### config.mk
export PLATFORM = sky130hd
export DESIGN_NAME = moving_average_deviation
export DESIGN_NICKNAME = d
export VERILOG_FILES = /design/src/hw/rtl/mad_pkg.sv /design/src/hw/rtl/mad_ram.sv /design/src/hw/rtl/mad_front.sv /design/src/hw/rtl/mad_div.sv /design/src/hw/rtl/mad_back.sv /design/src/hw/rtl/moving_average_deviation.sv
export SDC_FILE = /design/constraint.sdc
export NUM_CORES = 2
export LEC_CHECK = 0
export BUFFER_PORTS_ARGS = -buffer_cell sky130_fd_sc_hd__buf_2
export CAP_MARGIN = 20
export CORE_UTILIZATION = 55
export CTS_BUF_LIST = sky130_fd_sc_hd__clkbuf_8
export DETAILED_ROUTE_END_ITERATION = 10
export PLACE_DENSITY = 0.7
export SETUP_SLACK_MARGIN = 0.15
export SLEW_MARGIN = 0
export SYNTH_ARGS = -nofsm -noshare
export SYNTH_HDL_FRONTEND = slang
export SYNTH_SLANG_ARGS = --single-unit
### constraint.sdc
create_clock -name clk -period 10.35 [get_ports clk]
set_clock_uncertainty 0.1 [all_clocks]
set_input_delay 1.5525 -clock clk [delete_from_list [all_inputs] [get_ports clk]]
set_output_delay 1.5525 -clock clk [all_outputs]
set_load 0.005 [all_outputs]
### src/hw/rtl/mad_pkg.sv
`timescale 1ns / 1ps

package mad_pkg;

    localparam int MAX_WINDOW  = 64;
    localparam int SAMPLE_BITS = 16;
    localparam int PTR_W       = $clog2(MAX_WINDOW);
    localparam int LEN_W       = 7;
    localparam int SUM_W       = SAMPLE_BITS + PTR_W;
    localparam int DEV_W       = SAMPLE_BITS + 1;
    localparam int DIV_CNT_W   = $clog2(SUM_W);
    localparam int IN_DATA_W   = ((SAMPLE_BITS + 7) / 8) * 8;
    localparam int OUT_DATA_W  = ((SAMPLE_BITS + DEV_W + 7) / 8) * 8;
    localparam int QUEUE_DEPTH = 2;
    localparam int QUEUE_AW    = $clog2(QUEUE_DEPTH);
    localparam int QUEUE_CW    = $clog2(QUEUE_DEPTH + 1);

    localparam logic [LEN_W-1:0] LEN_RESET = LEN_W'(8);

    typedef enum logic
    {
        OP_PUSH  = 1'b0,
        OP_CLEAR = 1'b1
    } op_kind_t;

    typedef enum logic [2:0]
    {
        ST_IDLE,
        ST_READ,
        ST_ABS,
        ST_DIV,
        ST_OUT
    } back_state_t;

    typedef struct packed
    {
        op_kind_t                       kind;
        logic signed [SAMPLE_BITS-1:0]  sample;
    } q_entry_t;

    typedef struct packed
    {
        logic     valid;
        q_entry_t entry;
    } q_item_t;

    // zero acts as one, anything past the ring depth acts as the depth
    function automatic logic [LEN_W-1:0] eff_len(input logic [LEN_W-1:0] v);
        logic [LEN_W-1:0] r;
        if (v == '0)
        begin
            r = LEN_W'(1);
        end
        else if (v > LEN_W'(MAX_WINDOW))
        begin
            r = LEN_W'(MAX_WINDOW);
        end
        else
        begin
            r = v;
        end
        return r;
    endfunction

endpackage

### src/hw/rtl/mad_ram.sv
`timescale 1ns / 1ps

module mad_ram #(
    parameter int WIDTH = 16,
    parameter int DEPTH = 64
) (
    input  logic                     clk,
    input  logic                     we,
    input  logic [$clog2(DEPTH)-1:0] waddr,
    input  logic [WIDTH-1:0]         wdata,
    input  logic                     re,
    input  logic [$clog2(DEPTH)-1:0] raddr,
    output logic [WIDTH-1:0]         rdata
);

    logic [WIDTH-1:0] mem [DEPTH];
    logic [WIDTH-1:0] rdata_reg;

    always_ff @(posedge clk)
    begin
        if (we)
        begin
            mem[waddr] <= wdata;
        end
        if (re)
        begin
            rdata_reg <= mem[raddr];
        end
    end

    assign rdata = rdata_reg;

endmodule

### src/hw/rtl/mad_front.sv
`timescale 1ns / 1ps

module mad_front (
    input  logic                           clk,
    input  logic                           rst_n,
    input  logic                           s_axis_tvalid,
    output logic                           s_axis_tready,
    input  logic [mad_pkg::IN_DATA_W-1:0]  s_axis_tdata,
    input  logic [0:0]                     s_axis_tuser,
    output mad_pkg::q_item_t               q_item,
    input  logic                           q_pop
);

    mad_pkg::q_entry_t               mem_reg [mad_pkg::QUEUE_DEPTH];
    logic [mad_pkg::QUEUE_AW-1:0]    wr_ptr_reg, wr_ptr_next;
    logic [mad_pkg::QUEUE_AW-1:0]    rd_ptr_reg, rd_ptr_next;
    logic [mad_pkg::QUEUE_CW-1:0]    count_reg, count_next;
    mad_pkg::q_entry_t               in_entry;
    logic                            push;
    logic                            pop;

    // classify the incoming transaction
    always_comb
    begin
        in_entry.kind   = s_axis_tuser[0] ? mad_pkg::OP_CLEAR : mad_pkg::OP_PUSH;
        in_entry.sample = s_axis_tdata[mad_pkg::SAMPLE_BITS-1:0];
    end

    assign s_axis_tready = (count_reg != mad_pkg::QUEUE_CW'(mad_pkg::QUEUE_DEPTH));
    assign push          = s_axis_tvalid && s_axis_tready;
    assign pop           = q_pop && (count_reg != '0);

    always_comb
    begin
        wr_ptr_next = push ? wr_ptr_reg + 1'b1 : wr_ptr_reg;
        rd_ptr_next = pop ? rd_ptr_reg + 1'b1 : rd_ptr_reg;
        count_next  = count_reg;
        if (push && !pop)
        begin
            count_next = count_reg + 1'b1;
        end
        else if (pop && !push)
        begin
            count_next = count_reg - 1'b1;
        end
    end

    always_ff @(posedge clk or negedge rst_n)
    begin
        if (!rst_n)
        begin
            wr_ptr_reg <= '0;
            rd_ptr_reg <= '0;
            count_reg  <= '0;
        end
        else
        begin
            wr_ptr_reg <= wr_ptr_next;
            rd_ptr_reg <= rd_ptr_next;
            count_reg  <= count_next;
        end
    end

    always_ff @(posedge clk)
    begin
        if (push)
        begin
            mem_reg[wr_ptr_reg] <= in_entry;
        end
    end

    always_comb
    begin
        q_item.valid = (count_reg != '0);
        q_item.entry = mem_reg[rd_ptr_reg];
    end

endmodule

### src/hw/rtl/mad_div.sv
`timescale 1ns / 1ps

module mad_div (
    input  logic                         clk,
    input  logic                         rst_n,
    input  logic                         start,
    input  logic [mad_pkg::SUM_W-1:0]    dividend,
    input  logic [mad_pkg::LEN_W-1:0]    divisor,
    output logic                         done,
    output logic [mad_pkg::SUM_W-1:0]    quotient
);

    logic                            busy_reg, busy_next;
    logic                            done_reg, done_next;
    logic [mad_pkg::DIV_CNT_W-1:0]   cnt_reg, cnt_next;
    logic [mad_pkg::SUM_W-1:0]       dvd_reg, dvd_next;
    logic [mad_pkg::LEN_W-1:0]       rem_reg, rem_next;
    logic [mad_pkg::LEN_W-1:0]       dsr_reg, dsr_next;
    logic [mad_pkg::LEN_W:0]         trial;
    logic [mad_pkg::LEN_W:0]         diff;
    logic                            ge;

    // restoring divide, one quotient bit per cycle shifted in behind the dividend
    always_comb
    begin
        trial = {rem_reg, dvd_reg[mad_pkg::SUM_W-1]};
        diff  = trial - {1'b0, dsr_reg};
        ge    = (trial >= {1'b0, dsr_reg});
    end

    always_comb
    begin
        busy_next = busy_reg;
        done_next = 1'b0;
        cnt_next  = cnt_reg;
        dvd_next  = dvd_reg;
        rem_next  = rem_reg;
        dsr_next  = dsr_reg;
        if (start)
        begin
            busy_next = 1'b1;
            cnt_next  = '0;
            dvd_next  = dividend;
            rem_next  = '0;
            dsr_next  = divisor;
        end
        else if (busy_reg)
        begin
            dvd_next = {dvd_reg[mad_pkg::SUM_W-2:0], ge};
            rem_next = ge ? diff[mad_pkg::LEN_W-1:0] : trial[mad_pkg::LEN_W-1:0];
            cnt_next = cnt_reg + 1'b1;
            if (cnt_reg == mad_pkg::DIV_CNT_W'(mad_pkg::SUM_W - 1))
            begin
                busy_next = 1'b0;
                done_next = 1'b1;
            end
        end
    end

    always_ff @(posedge clk or negedge rst_n)
    begin
        if (!rst_n)
        begin
            busy_reg <= 1'b0;
            done_reg <= 1'b0;
            cnt_reg  <= '0;
        end
        else
        begin
            busy_reg <= busy_next;
            done_reg <= done_next;
            cnt_reg  <= cnt_next;
        end
    end

    always_ff @(posedge clk)
    begin
        dvd_reg <= dvd_next;
        rem_reg <= rem_next;
        dsr_reg <= dsr_next;
    end

    assign done     = done_reg;
    assign quotient = dvd_reg;

endmodule

### src/hw/rtl/mad_back.sv
`timescale 1ns / 1ps

module mad_back (
    input  logic                           clk,
    input  logic                           rst_n,
    input  logic                           cfg_wr_en,
    input  logic [mad_pkg::LEN_W-1:0]      cfg_wr_data,
    input  mad_pkg::q_item_t               q_item,
    output logic                           q_pop,
    output logic                           m_axis_tvalid,
    input  logic                           m_axis_tready,
    output logic [mad_pkg::OUT_DATA_W-1:0] m_axis_tdata
);

    mad_pkg::back_state_t                    state_reg, state_next;
    logic [mad_pkg::LEN_W-1:0]               len_reg, len_next;
    logic [mad_pkg::PTR_W-1:0]               ptr_reg, ptr_next;
    logic [mad_pkg::MAX_WINDOW-1:0]          valid_reg, valid_next;
    logic signed [mad_pkg::SUM_W-1:0]        sum_reg, sum_next;
    logic signed [mad_pkg::SAMPLE_BITS-1:0]  x_reg, x_next;
    logic                                    clear_reg, clear_next;
    logic                                    neg_reg, neg_next;
    logic                                    out_valid_reg, out_valid_next;
    logic signed [mad_pkg::SAMPLE_BITS-1:0]  out_mean_reg, out_mean_next;
    logic signed [mad_pkg::DEV_W-1:0]        out_dev_reg, out_dev_next;

    logic [mad_pkg::LEN_W-1:0]               len_eff;
    logic [mad_pkg::PTR_W-1:0]               ptr_wrap;
    logic [mad_pkg::LEN_W-1:0]               ptr_inc;
    logic [mad_pkg::PTR_W-1:0]               ptr_adv;
    logic                                    ram_re;
    logic                                    ram_we;
    logic [mad_pkg::SAMPLE_BITS-1:0]         ram_rdata;
    logic signed [mad_pkg::SAMPLE_BITS-1:0]  old_sample;
    logic                                    div_start;
    logic                                    div_done;
    logic [mad_pkg::SUM_W-1:0]               div_dividend;
    logic [mad_pkg::SUM_W-1:0]               div_quotient;
    logic signed [mad_pkg::SAMPLE_BITS-1:0]  mean_val;
    logic                                    out_load;
    logic                                    is_clear;

    assign len_eff  = mad_pkg::eff_len(len_reg);
    assign ptr_wrap = (mad_pkg::LEN_W'(ptr_reg) >= len_eff) ? '0 : ptr_reg;
    assign ptr_inc  = mad_pkg::LEN_W'(ptr_reg) + 1'b1;
    assign ptr_adv  = (ptr_inc >= len_eff) ? '0 : ptr_inc[mad_pkg::PTR_W-1:0];
    assign is_clear = (q_item.entry.kind == mad_pkg::OP_CLEAR);

    mad_ram #(
        .WIDTH (mad_pkg::SAMPLE_BITS),
        .DEPTH (mad_pkg::MAX_WINDOW)
    ) u_ring (
        .clk   (clk),
        .we    (ram_we),
        .waddr (ptr_reg),
        .wdata (x_reg),
        .re    (ram_re),
        .raddr (ptr_wrap),
        .rdata (ram_rdata)
    );

    mad_div u_div (
        .clk      (clk),
        .rst_n    (rst_n),
        .start    (div_start),
        .dividend (div_dividend),
        .divisor  (len_eff),
        .done     (div_done),
        .quotient (div_quotient)
    );

    // next state
    always_comb
    begin
        state_next = state_reg;
        case (state_reg)
            mad_pkg::ST_IDLE:
            begin
                if (q_item.valid)
                begin
                    state_next = is_clear ? mad_pkg::ST_OUT : mad_pkg::ST_READ;
                end
            end
            mad_pkg::ST_READ:
            begin
                state_next = mad_pkg::ST_ABS;
            end
            mad_pkg::ST_ABS:
            begin
                state_next = mad_pkg::ST_DIV;
            end
            mad_pkg::ST_DIV:
            begin
                if (div_done)
                begin
                    state_next = mad_pkg::ST_OUT;
                end
            end
            mad_pkg::ST_OUT:
            begin
                if (out_load)
                begin
                    state_next = mad_pkg::ST_IDLE;
                end
            end
            default:
            begin
                state_next = mad_pkg::ST_IDLE;
            end
        endcase
    end

    // state outputs
    always_comb
    begin
        q_pop     = 1'b0;
        ram_re    = 1'b0;
        ram_we    = 1'b0;
        div_start = 1'b0;
        out_load  = 1'b0;
        case (state_reg)
            mad_pkg::ST_IDLE:
            begin
                q_pop  = q_item.valid;
                ram_re = q_item.valid && !is_clear;
            end
            mad_pkg::ST_READ:
            begin
                ram_we = 1'b1;
            end
            mad_pkg::ST_ABS:
            begin
                div_start = 1'b1;
            end
            mad_pkg::ST_OUT:
            begin
                out_load = !out_valid_reg || m_axis_tready;
            end
            default:
            begin
                q_pop = 1'b0;
            end
        endcase
    end

    // an entry never written since the last clear, length write or reset reads as zero
    assign old_sample   = valid_reg[ptr_reg] ? ram_rdata : '0;
    assign div_dividend = sum_reg[mad_pkg::SUM_W-1] ? -sum_reg : sum_reg;
    assign mean_val     = clear_reg ? '0 :
                          (neg_reg ? -div_quotient[mad_pkg::SAMPLE_BITS-1:0]
                                   : div_quotient[mad_pkg::SAMPLE_BITS-1:0]);

    always_comb
    begin
        len_next       = len_reg;
        ptr_next       = ptr_reg;
        valid_next     = valid_reg;
        sum_next       = sum_reg;
        x_next         = x_reg;
        clear_next     = clear_reg;
        neg_next       = neg_reg;
        out_mean_next  = out_mean_reg;
        out_dev_next   = out_dev_reg;
        out_valid_next = out_valid_reg;
        if (m_axis_tready)
        begin
            out_valid_next = 1'b0;
        end
        case (state_reg)
            mad_pkg::ST_IDLE:
            begin
                if (q_item.valid)
                begin
                    clear_next = is_clear;
                    if (is_clear)
                    begin
                        x_next     = '0;
                        ptr_next   = '0;
                        valid_next = '0;
                        sum_next   = '0;
                    end
                    else
                    begin
                        x_next   = q_item.entry.sample;
                        ptr_next = ptr_wrap;
                    end
                end
            end
            mad_pkg::ST_READ:
            begin
                sum_next            = sum_reg - mad_pkg::SUM_W'(old_sample)
                                      + mad_pkg::SUM_W'(x_reg);
                valid_next[ptr_reg] = 1'b1;
                ptr_next            = ptr_adv;
            end
            mad_pkg::ST_ABS:
            begin
                neg_next = sum_reg[mad_pkg::SUM_W-1];
            end
            mad_pkg::ST_OUT:
            begin
                if (out_load)
                begin
                    out_valid_next = 1'b1;
                    out_mean_next  = mean_val;
                    out_dev_next   = mad_pkg::DEV_W'(mean_val) - mad_pkg::DEV_W'(x_reg);
                end
            end
            default:
            begin
                neg_next = neg_reg;
            end
        endcase
        // a new window length restarts the filter
        if (cfg_wr_en)
        begin
            len_next   = cfg_wr_data;
            ptr_next   = '0;
            valid_next = '0;
            sum_next   = '0;
        end
    end

    always_ff @(posedge clk or negedge rst_n)
    begin
        if (!rst_n)
        begin
            state_reg     <= mad_pkg::ST_IDLE;
            len_reg       <= mad_pkg::LEN_RESET;
            ptr_reg       <= '0;
            valid_reg     <= '0;
            sum_reg       <= '0;
            out_valid_reg <= 1'b0;
        end
        else
        begin
            state_reg     <= state_next;
            len_reg       <= len_next;
            ptr_reg       <= ptr_next;
            valid_reg     <= valid_next;
            sum_reg       <= sum_next;
            out_valid_reg <= out_valid_next;
        end
    end

    always_ff @(posedge clk)
    begin
        x_reg        <= x_next;
        clear_reg    <= clear_next;
        neg_reg      <= neg_next;
        out_mean_reg <= out_mean_next;
        out_dev_reg  <= out_dev_next;
    end

    assign m_axis_tvalid = out_valid_reg;
    assign m_axis_tdata  = {(mad_pkg::OUT_DATA_W - mad_pkg::SAMPLE_BITS - mad_pkg::DEV_W)'(0),
                            out_dev_reg, out_mean_reg};

endmodule

### src/hw/rtl/moving_average_deviation.sv
`timescale 1ns / 1ps
// boxcar moving average with deviation of the newest sample
// s_axis carries one transaction per item: tuser selects push (0) or clear (1),
// tdata holds the signed 16-bit sample. m_axis returns one result per item:
// mean (sum of the window divided by the window length, truncated toward zero)
// and deviation (mean minus the pushed sample). cfg_wr_en/cfg_wr_data set the
// window length (1 to 64, reset value 8) and restart the filter; write it only
// while no item is in flight.
// the back end handles one item at a time and takes the next from the queue only
// after loading the result; a push runs the ring read, sum update, the 22-step
// bit-serial divider and the output load, a clear only the output load.
// a two-entry queue behind s_axis keeps accepting while the back end works;
// s_axis_tready drops while the queue holds two transactions.
// a registered output stage holds the result while m_axis_tready is low, and
// the back end waits with its next result until that one is taken.
// reset empties the queue, drops m_axis_tvalid, sets the window length to 8
// and zeroes the history (ring entries read as zero until written again).
module moving_average_deviation (
    input  logic                           clk,
    input  logic                           rst_n,
    input  logic                           cfg_wr_en,
    input  logic [mad_pkg::LEN_W-1:0]      cfg_wr_data,
    input  logic                           s_axis_tvalid,
    output logic                           s_axis_tready,
    input  logic [mad_pkg::IN_DATA_W-1:0]  s_axis_tdata,  // sample
    input  logic [0:0]                     s_axis_tuser,  // operation
    output logic                           m_axis_tvalid,
    input  logic                           m_axis_tready,
    output logic [mad_pkg::OUT_DATA_W-1:0] m_axis_tdata   // mean, deviation, zero pad
);

    mad_pkg::q_item_t q_item;
    logic             q_pop;

    mad_front u_front (
        .clk           (clk),
        .rst_n         (rst_n),
        .s_axis_tvalid (s_axis_tvalid),
        .s_axis_tready (s_axis_tready),
        .s_axis_tdata  (s_axis_tdata),
        .s_axis_tuser  (s_axis_tuser),
        .q_item        (q_item),
        .q_pop         (q_pop)
    );

    mad_back u_back (
        .clk           (clk),
        .rst_n         (rst_n),
        .cfg_wr_en     (cfg_wr_en),
        .cfg_wr_data   (cfg_wr_data),
        .q_item        (q_item),
        .q_pop         (q_pop),
        .m_axis_tvalid (m_axis_tvalid),
        .m_axis_tready (m_axis_tready),
        .m_axis_tdata  (m_axis_tdata)
    );

endmodule

# Yosys cells after proc, flatten, opt, wreduce, memory -nomap -nowiden
# Memory sizes are Yosys's and may differ from the RTL's. A register that Yosys moved wholly into a read port is not among the register bits.
# Cells that the tools add are included.
totals:
  ff_bits: 201
  out_inout_bits: 42
  memories: 2
  mem_bits_rw: 1058
mem_list:
  columns: ["name", "words", "word_bits", "read_ports", "rd_ports_with_merged_regs", "wr", "line_no", "source"]
  rows:
  - ["u_back.u_ring.mem", 64, 16, 1, 1, 1, "mad_ram.sv:16", "logic [WIDTH-1:0] mem [DEPTH];"]
  - ["u_front.mem_reg", 2, 17, 1, 0, 1, "mad_front.sv:14", "mad_pkg::q_entry_t mem_reg [mad_pkg::QUEUE_DEPTH];"]
op_classes:
  reduce_logical: 22
  n_bitwise: 1
  n_eq_ne: 11
  n_addsub: 12
  mux: 55
  n_lt_le_gt_ge: 6
ops:
  columns: ["cell", "n"]
  rows:
  - ["64-bit two-way mux", 3]
  - ["22-bit two-way mux", 6]
  - ["64-bit case mux with 2 select lines", 1]
  - ["64-bit bitwise OR", 1]
  - ["16-bit two-way mux", 3]
  - ["22-bit case mux with 2 select lines", 1]
  - ["6-bit two-way mux", 5]
  - ["22-bit by 16-bit adder with 22-bit output", 1]
  - ["22-bit negator", 1]
  - ["22-bit by 16-bit subtractor with 22-bit output", 1]
  - ["1-bit two-way mux", 21]
  - ["7-bit two-way mux", 3]
  - ["16-bit by 16-bit subtractor with 17-bit output", 1]
  - ["16-bit negator", 1]
  - ["3-bit case mux with 5 select lines", 1]
  - ["3-bit two-way mux", 4]
  - ["6-bit case mux with 2 select lines", 1]
  - ["5-bit two-way mux", 2]
  - ["8-bit by 7-bit greater-or-equal comparator with 1-bit output", 1]
  - ["6-bit by 1-bit adder with 7-bit output (second input constant)", 1]
  - ["6-bit by 7-bit greater-or-equal comparator with 1-bit output", 1]
  - ["7-bit greater-or-equal comparator", 1]
  - ["7-bit > comparator (second input constant)", 1]
  - ["7-bit logical NOT", 1]
  - ["25 further kinds", 44]

# Longest topological paths before layout
depth:
  word_depth: 9
  depth_mapped: 25

# Hierarchy
# Synthesis repeated with hierarchy kept, for this count alone.
unflattened:
  hier_cells: 3127
  hier_area_um2: 53899.2
by_module_without_submodules:
  columns: ["module", "n_inst", "seq_area_each_um2", "cells_each", "area_each_um2"]
  rows:
  - ["mad_ram", 1, 31230.0, 1829, 40202.3]
  - ["mad_back", 1, 4110.2, 1038, 9914.5]
  - ["mad_div", 1, 1186.1, 189, 2308.5]
  - ["mad_front", 1, 1121.1, 71, 1473.9]

# Worst setup path after synthesis
# OpenSTA, ideal clock, no wires.
synth_path:
  path_kind: "register to register"
  start: "register u_back.ptr_reg[0] in the netlist's numbering"
  end: "register u_back.sum_reg[20] in the netlist's numbering"
  stages_incl_launch_ff: 26
  setup_slack_ns: 5.520
  t_arrival_ns: 4.609
  setup_time_ns: 0.121
  required_time_ns: 10.129
  cell_sequence: "dfrtp_1 buf_2 inv_1 buf_2 nor2_1 a221oi_1 nor2_1 o21ai_0 o21ai_0 nor3_1 nand2_1 and2_1 ha_1 inv_1 ha_1 inv_1 fa_1 nor2b_1 o21a_1 o21ai_0 a21o_1 a211oi_1 nor3_1 o41ai_1 xor2_1 a22o_1"
synth_via:
  elab_chain_cells: 7
synth_lines:
  columns: ["item", "line_no", "source"]
  rows:
  - ["start, declared", "mad_back.sv:17", "logic [mad_pkg::PTR_W-1:0] ptr_reg, ptr_next;"]
  - ["start signal, assigned", "mad_back.sv:239", "ptr_reg <= ptr_next;"]
  - ["1-bit binary-select mux with 6-bit select", "mad_back.sv:147", "assign old_sample = valid_reg[ptr_reg] ? ram_rdata : '0;"]
  - ["1-bit two-way mux (implied by the code)", "mad_back.sv:147", null]
  - ["16-bit two-way mux", "mad_back.sv:147", null]
  - ["22-bit by 16-bit subtractor with 22-bit output", "mad_back.sv:191", "sum_next = sum_reg - mad_pkg::SUM_W'(old_sample)"]
  - ["22-bit by 16-bit adder with 22-bit output", "mad_back.sv:192", "+ mad_pkg::SUM_W'(x_reg);"]
  - ["22-bit case mux with 2 select lines", "mad_back.sv:169", "case (state_reg)"]
  - ["22-bit two-way mux", "mad_back.sv:215", "if (cfg_wr_en)"]
  - ["end signal, assigned", "mad_back.sv:241", "sum_reg <= sum_next;"]
  - ["end, declared", "mad_back.sv:19", "logic signed [mad_pkg::SUM_W-1:0] sum_reg, sum_next;"]
# No other way between the ends. The select of a mux whose other input is x is not followed.
# A chain may end at the register's enable or synchronous reset.

# Final worst setup path
# Same ends and word-level chain as after synthesis.

==> results.md <==
- Status: complete, no violations
- Final Hold Slack: 397 ps
- Slowest cell delay on critical path: 1120 ps
- Port bufs: 63
- Overflow left after global routing: 0
- YS warnings: 0
- Lkg Pwr: 20.7 nW
- Critical path data arrival time: 7910 ps
- Internal power: 8.16 mW
- Combinational Power Share: 13.7%
- Max-slew headroom: 23.8%
- Filler Cells Inserted: 7315
- Area of the multi-input gates: 14700 µm²
- Vias in the first global route: 33300
- Hold Path Depth: 2
- # hold bufs at CTS: 0
- Largest family of logic cells by synthesized area: compound AO/OA/AOI/OAI gates
- Clock Path Buffers: 3
- Layout cells sized above 1: 12.7%
- Most frequent cell on the critical path: o21ai_0
- Post-synth EDFFs: 1154
- Reg2Reg Depth: 23
- Antenna viol nets, final: 0
- Post-CTS setup buffer count: 0
- CP Data Required Time: 11040 ps
- Xor-xnor portion of the synthesized cell area: 1.21%
- Max rail drop VDD: 90.6 µV
- Fin crit share: 69.8%
- RR Endpoint: u_back.sum_reg[20]$_DFFE_PN0P_
- Resize count post-CTS: 0
- Max FFs per register: 1024
- Compound-Gate Fraction of Synth Area: 10.5%
- HP Class: reg2reg
- DR vias: 34500
- Mapped Area: 53600 µm²
- Final Max Slew Viols: 0
- First-pass GRT wire length: 214000 µm
- Critical R2R Launch: u_back.ptr_reg[0]$_DFFE_PN0P_
- Worst hold endpoint: u_back.valid_reg[25]$_DFFE_PN0P_
- Multiplexer share of the synthesized area: 4.33%
- Post-synthesis simple-gate area fraction: 8.78%
- Final net count: 4207
- Clock sink count: 1275
- Post-route DRC: 0
- Ys async rst share: 8.94%
- Critical setup path kind: reg2reg
- Starting Density: 55.5%
- Worst skew pair latency: 900 ps
- Unrepaired setup endpoints after global routing: no
- Crit-path cells: buf_4 > clkinv_2 > a221oi_1 > a31oi_1 > o21ai_0 > o21ai_0 > nor3_1 > nand2_1 > and2_1 > ha_1 > inv_1 > ha_1 > inv_1 > fa_1 > nor2b_1 > o21a_1 > o21ai_0 > a21o_1 > a211oi_1 > nor3_1 > o41ai_1 > xor2_1 > a22o_1
- CTS tree: done
- Post-DP HPWL: 83400 µm
- Final WS setup: 3130 ps
- Crit path capture type: flip-flop
- Io pins: 71
- Worst-path clk slew: 60 ps
- Avg Cell Area, Syn: 13.7 µm²
- Die H: 314 µm
- CTS buffer count: 197
- Initial antenna violation count: 11
- Flop2flop setup slack: 3130 ps
- Adder-cell share of the synthesized area: 2.37%
- Power Density: 189 nW/µm²
- Avg WL per Cell: 26.2 µm
- Top_reg_cell synth: edfxtp_1
- Max Fclk: 138 MHz
- Seq pwr share: 52.8%
- DP Worst Slack: 3210 ps
- Final Util: 61.2%
- Drt via density: 6.24
- Net Sw Power: 3.04 mW
- Max-Cap Viols: 0
- Area Overhead vs Synth: 10.4%
- Largest net degree at the start of global routing: 148
- Total track usage: 29.4%
- H-tree levels: 4
- Worst-margin pin slew: 1140 ps
- Setup Total Neg Slack: 0 ps
- Final Total Pwr: 11.2 mW
- Register area share after synthesis: 70.2%
- DRT Wirelength: 145000 µm
- Cells after Synth: 3913
- Clk pwr share: 33.5%
- Slowest cell on crit path: clkinv_2
- Die extent in x: 314 µm
- Yosys reg bits: 1275
- # rows: 114
- FF+latch area: 37700 µm²
- First-pass DRT Iterations: 6
- Routability cong.: 0.932
- Switching Share: 27.2%
- Fin. Hold Viols: 0
- Die area: 98800 µm²
- Worst Setup Start Kind: flip-flop
- Crit path time final: 7220 ps
- Hold path start: u_back.valid_reg[25]$_DFFE_PN0P_
- Clk root buf: clkbuf_8
- Synth cell types: 73
- Final setup viols: 0
- Worst Path Max Fanout: 66
- Initial DRC count: 4353
- Area of the core: 96700 µm²
[synth_stat cells (6+ instances only)]
cell type | number | share of area [%]
a211oi_1 | 19 | 0.27
a211oi_2 | 25 | 0.58
a21boi_0 | 6 | 0.084
a21o_1 | 9 | 0.13
a21oi_1 | 220 | 2.1
a221oi_1 | 45 | 0.73
a22o_1 | 19 | 0.31
a31o_2 | 16 | 0.26
a31oi_1 | 53 | 0.62
a32o_1 | 37 | 0.69
and2_1 | 18 | 0.21
and3_1 | 36 | 0.42
buf_1 | 17 | 0.12
buf_2 | 62 | 0.58
buf_4 | 20 | 0.28
clkbuf_1 | 117 | 0.82
dfrtp_1 | 113 | 5.3
dfxtp_1 | 7 | 0.26
edfxtp_1 | 1154 | 65
fa_1 | 23 | 0.86
ha_1 | 65 | 1.5
inv_1 | 122 | 0.85
mux2_2 | 39 | 0.82
mux2i_1 | 170 | 3.2
mux4_2 | 8 | 0.34
nand2_1 | 501 | 3.5
nand2b_1 | 15 | 0.17
nand3_1 | 108 | 1.0
nor2_1 | 356 | 2.5
nor2b_1 | 13 | 0.15
nor3_1 | 25 | 0.23
nor4_1 | 7 | 0.082
o211ai_1 | 25 | 0.35
o21a_1 | 7 | 0.098
o21ai_0 | 89 | 0.83
o221ai_1 | 97 | 1.6
o22ai_1 | 78 | 0.91
o31ai_1 | 12 | 0.17
o41ai_1 | 8 | 0.13
or3_1 | 11 | 0.13
xnor2_1 | 46 | 0.75
xor2_1 | 28 | 0.46
[worst max path at each step]
stage / slack (ps) / to / startpoint / cells past startpoint
after floorplan: 5520 / u_back.sum_reg[20]$_DFFE_PN0P_ / u_back.ptr_reg[0]$_DFFE_PN0P_ / 25
after global placement: 3250 / u_back.sum_reg[20]$_DFFE_PN0P_ / u_back.ptr_reg[0]$_DFFE_PN0P_ / 23
after detailed placement: 3210 / u_back.sum_reg[20]$_DFFE_PN0P_ / u_back.ptr_reg[0]$_DFFE_PN0P_ / 23
after CTS: 3210 / u_back.sum_reg[20]$_DFFE_PN0P_ / u_back.ptr_reg[0]$_DFFE_PN0P_ / 23
after global routing: 2700 / u_back.sum_reg[20]$_DFFE_PN0P_ / u_back.ptr_reg[0]$_DFFE_PN0P_ / 23
final: 3130 / u_back.sum_reg[20]$_DFFE_PN0P_ / u_back.ptr_reg[0]$_DFFE_PN0P_ / 23
[metrics by stage]
| stage | std cells | area [µm²] |
|---|---|---|
| final | 5526 | 59200 |
| after global placement | 5164 | 55700 |
| after detailed placement | 5165 | 55700 |
| after CTS | 5519 | 59100 |
| after floorplan | 3919 | 53700 |
| after global routing | 5524 | 59200 |
[cell type report]
cell class,count,share of cell area [%]
clock inverter,151,1.13
antenna,5,0.0211
tap,1276,2.70
inverter,124,0.788
multi-input combinational,2304,24.8
clock buffer,203,4.72
sequential,1275,63.6
timing repair buffer,188,2.23
[power by group through the flow]
stage,combinational [mW],sequential (mW),clock [mW]
after floorplan,1.15,5.96,0
after global placement,1.49,6.01,0
after detailed placement,1.52,6.01,0
after CTS,1.53,5.91,3.79
after global routing,1.71,5.93,4.02
final,1.54,5.91,3.75
[critical path: cells and delay by family (launching register included)]
family	cells	cell delay [ps]
flip-flops	1	340
adder cells (fa/ha/maj)	3	880
AND/OR/NAND/NOR	5	1150
XOR/XNOR	1	110
buffers and inverters	4	2020
AO/OA/AOI/OAI	10	2450
[per-layer routing]
layer  GRT usage, %  vias up  wire length (µm)
met5              0        -                35
met4           13.4        6              6670
met3           7.25      334             15900
met2           44.4     1998             65000
met1           40.6    17000             57300
li1               -    15100                 -
[cells in the final DEF (no fill, tap or decap), drive strengths merged, types with 25 or more instances in the layout]
cell type,Yosys,routed
nor3,25,25
edfxtp,1154,1154
mux2i,170,170
ha,65,65
dfrtp,113,113
a221oi,45,45
nand3,108,108
buf,99,187
o221ai,97,97
xor2,28,28
a211oi,47,47
and3,36,36
o22ai,78,78
clkbuf,117,204
nand2,501,501
inv,123,212
o211ai,28,28
clkinv,1,56
a21oi,222,222
nor2,358,358
mux2,39,39
a32o,37,37
a31oi,53,53
o21ai,93,93
xnor2,46,46
[logic make-up (layout without fill, tap and decap cells)]
family,after synthesis,count (layout)
compound gates,801,801
buf+inv,340,666
flops,1275,1275
simple gates,1117,1117
mux,217,217
xor+xnor,74,74
other cells,1,12
fa+ha+maj,88,88
(Power assumes the default switching activity.)
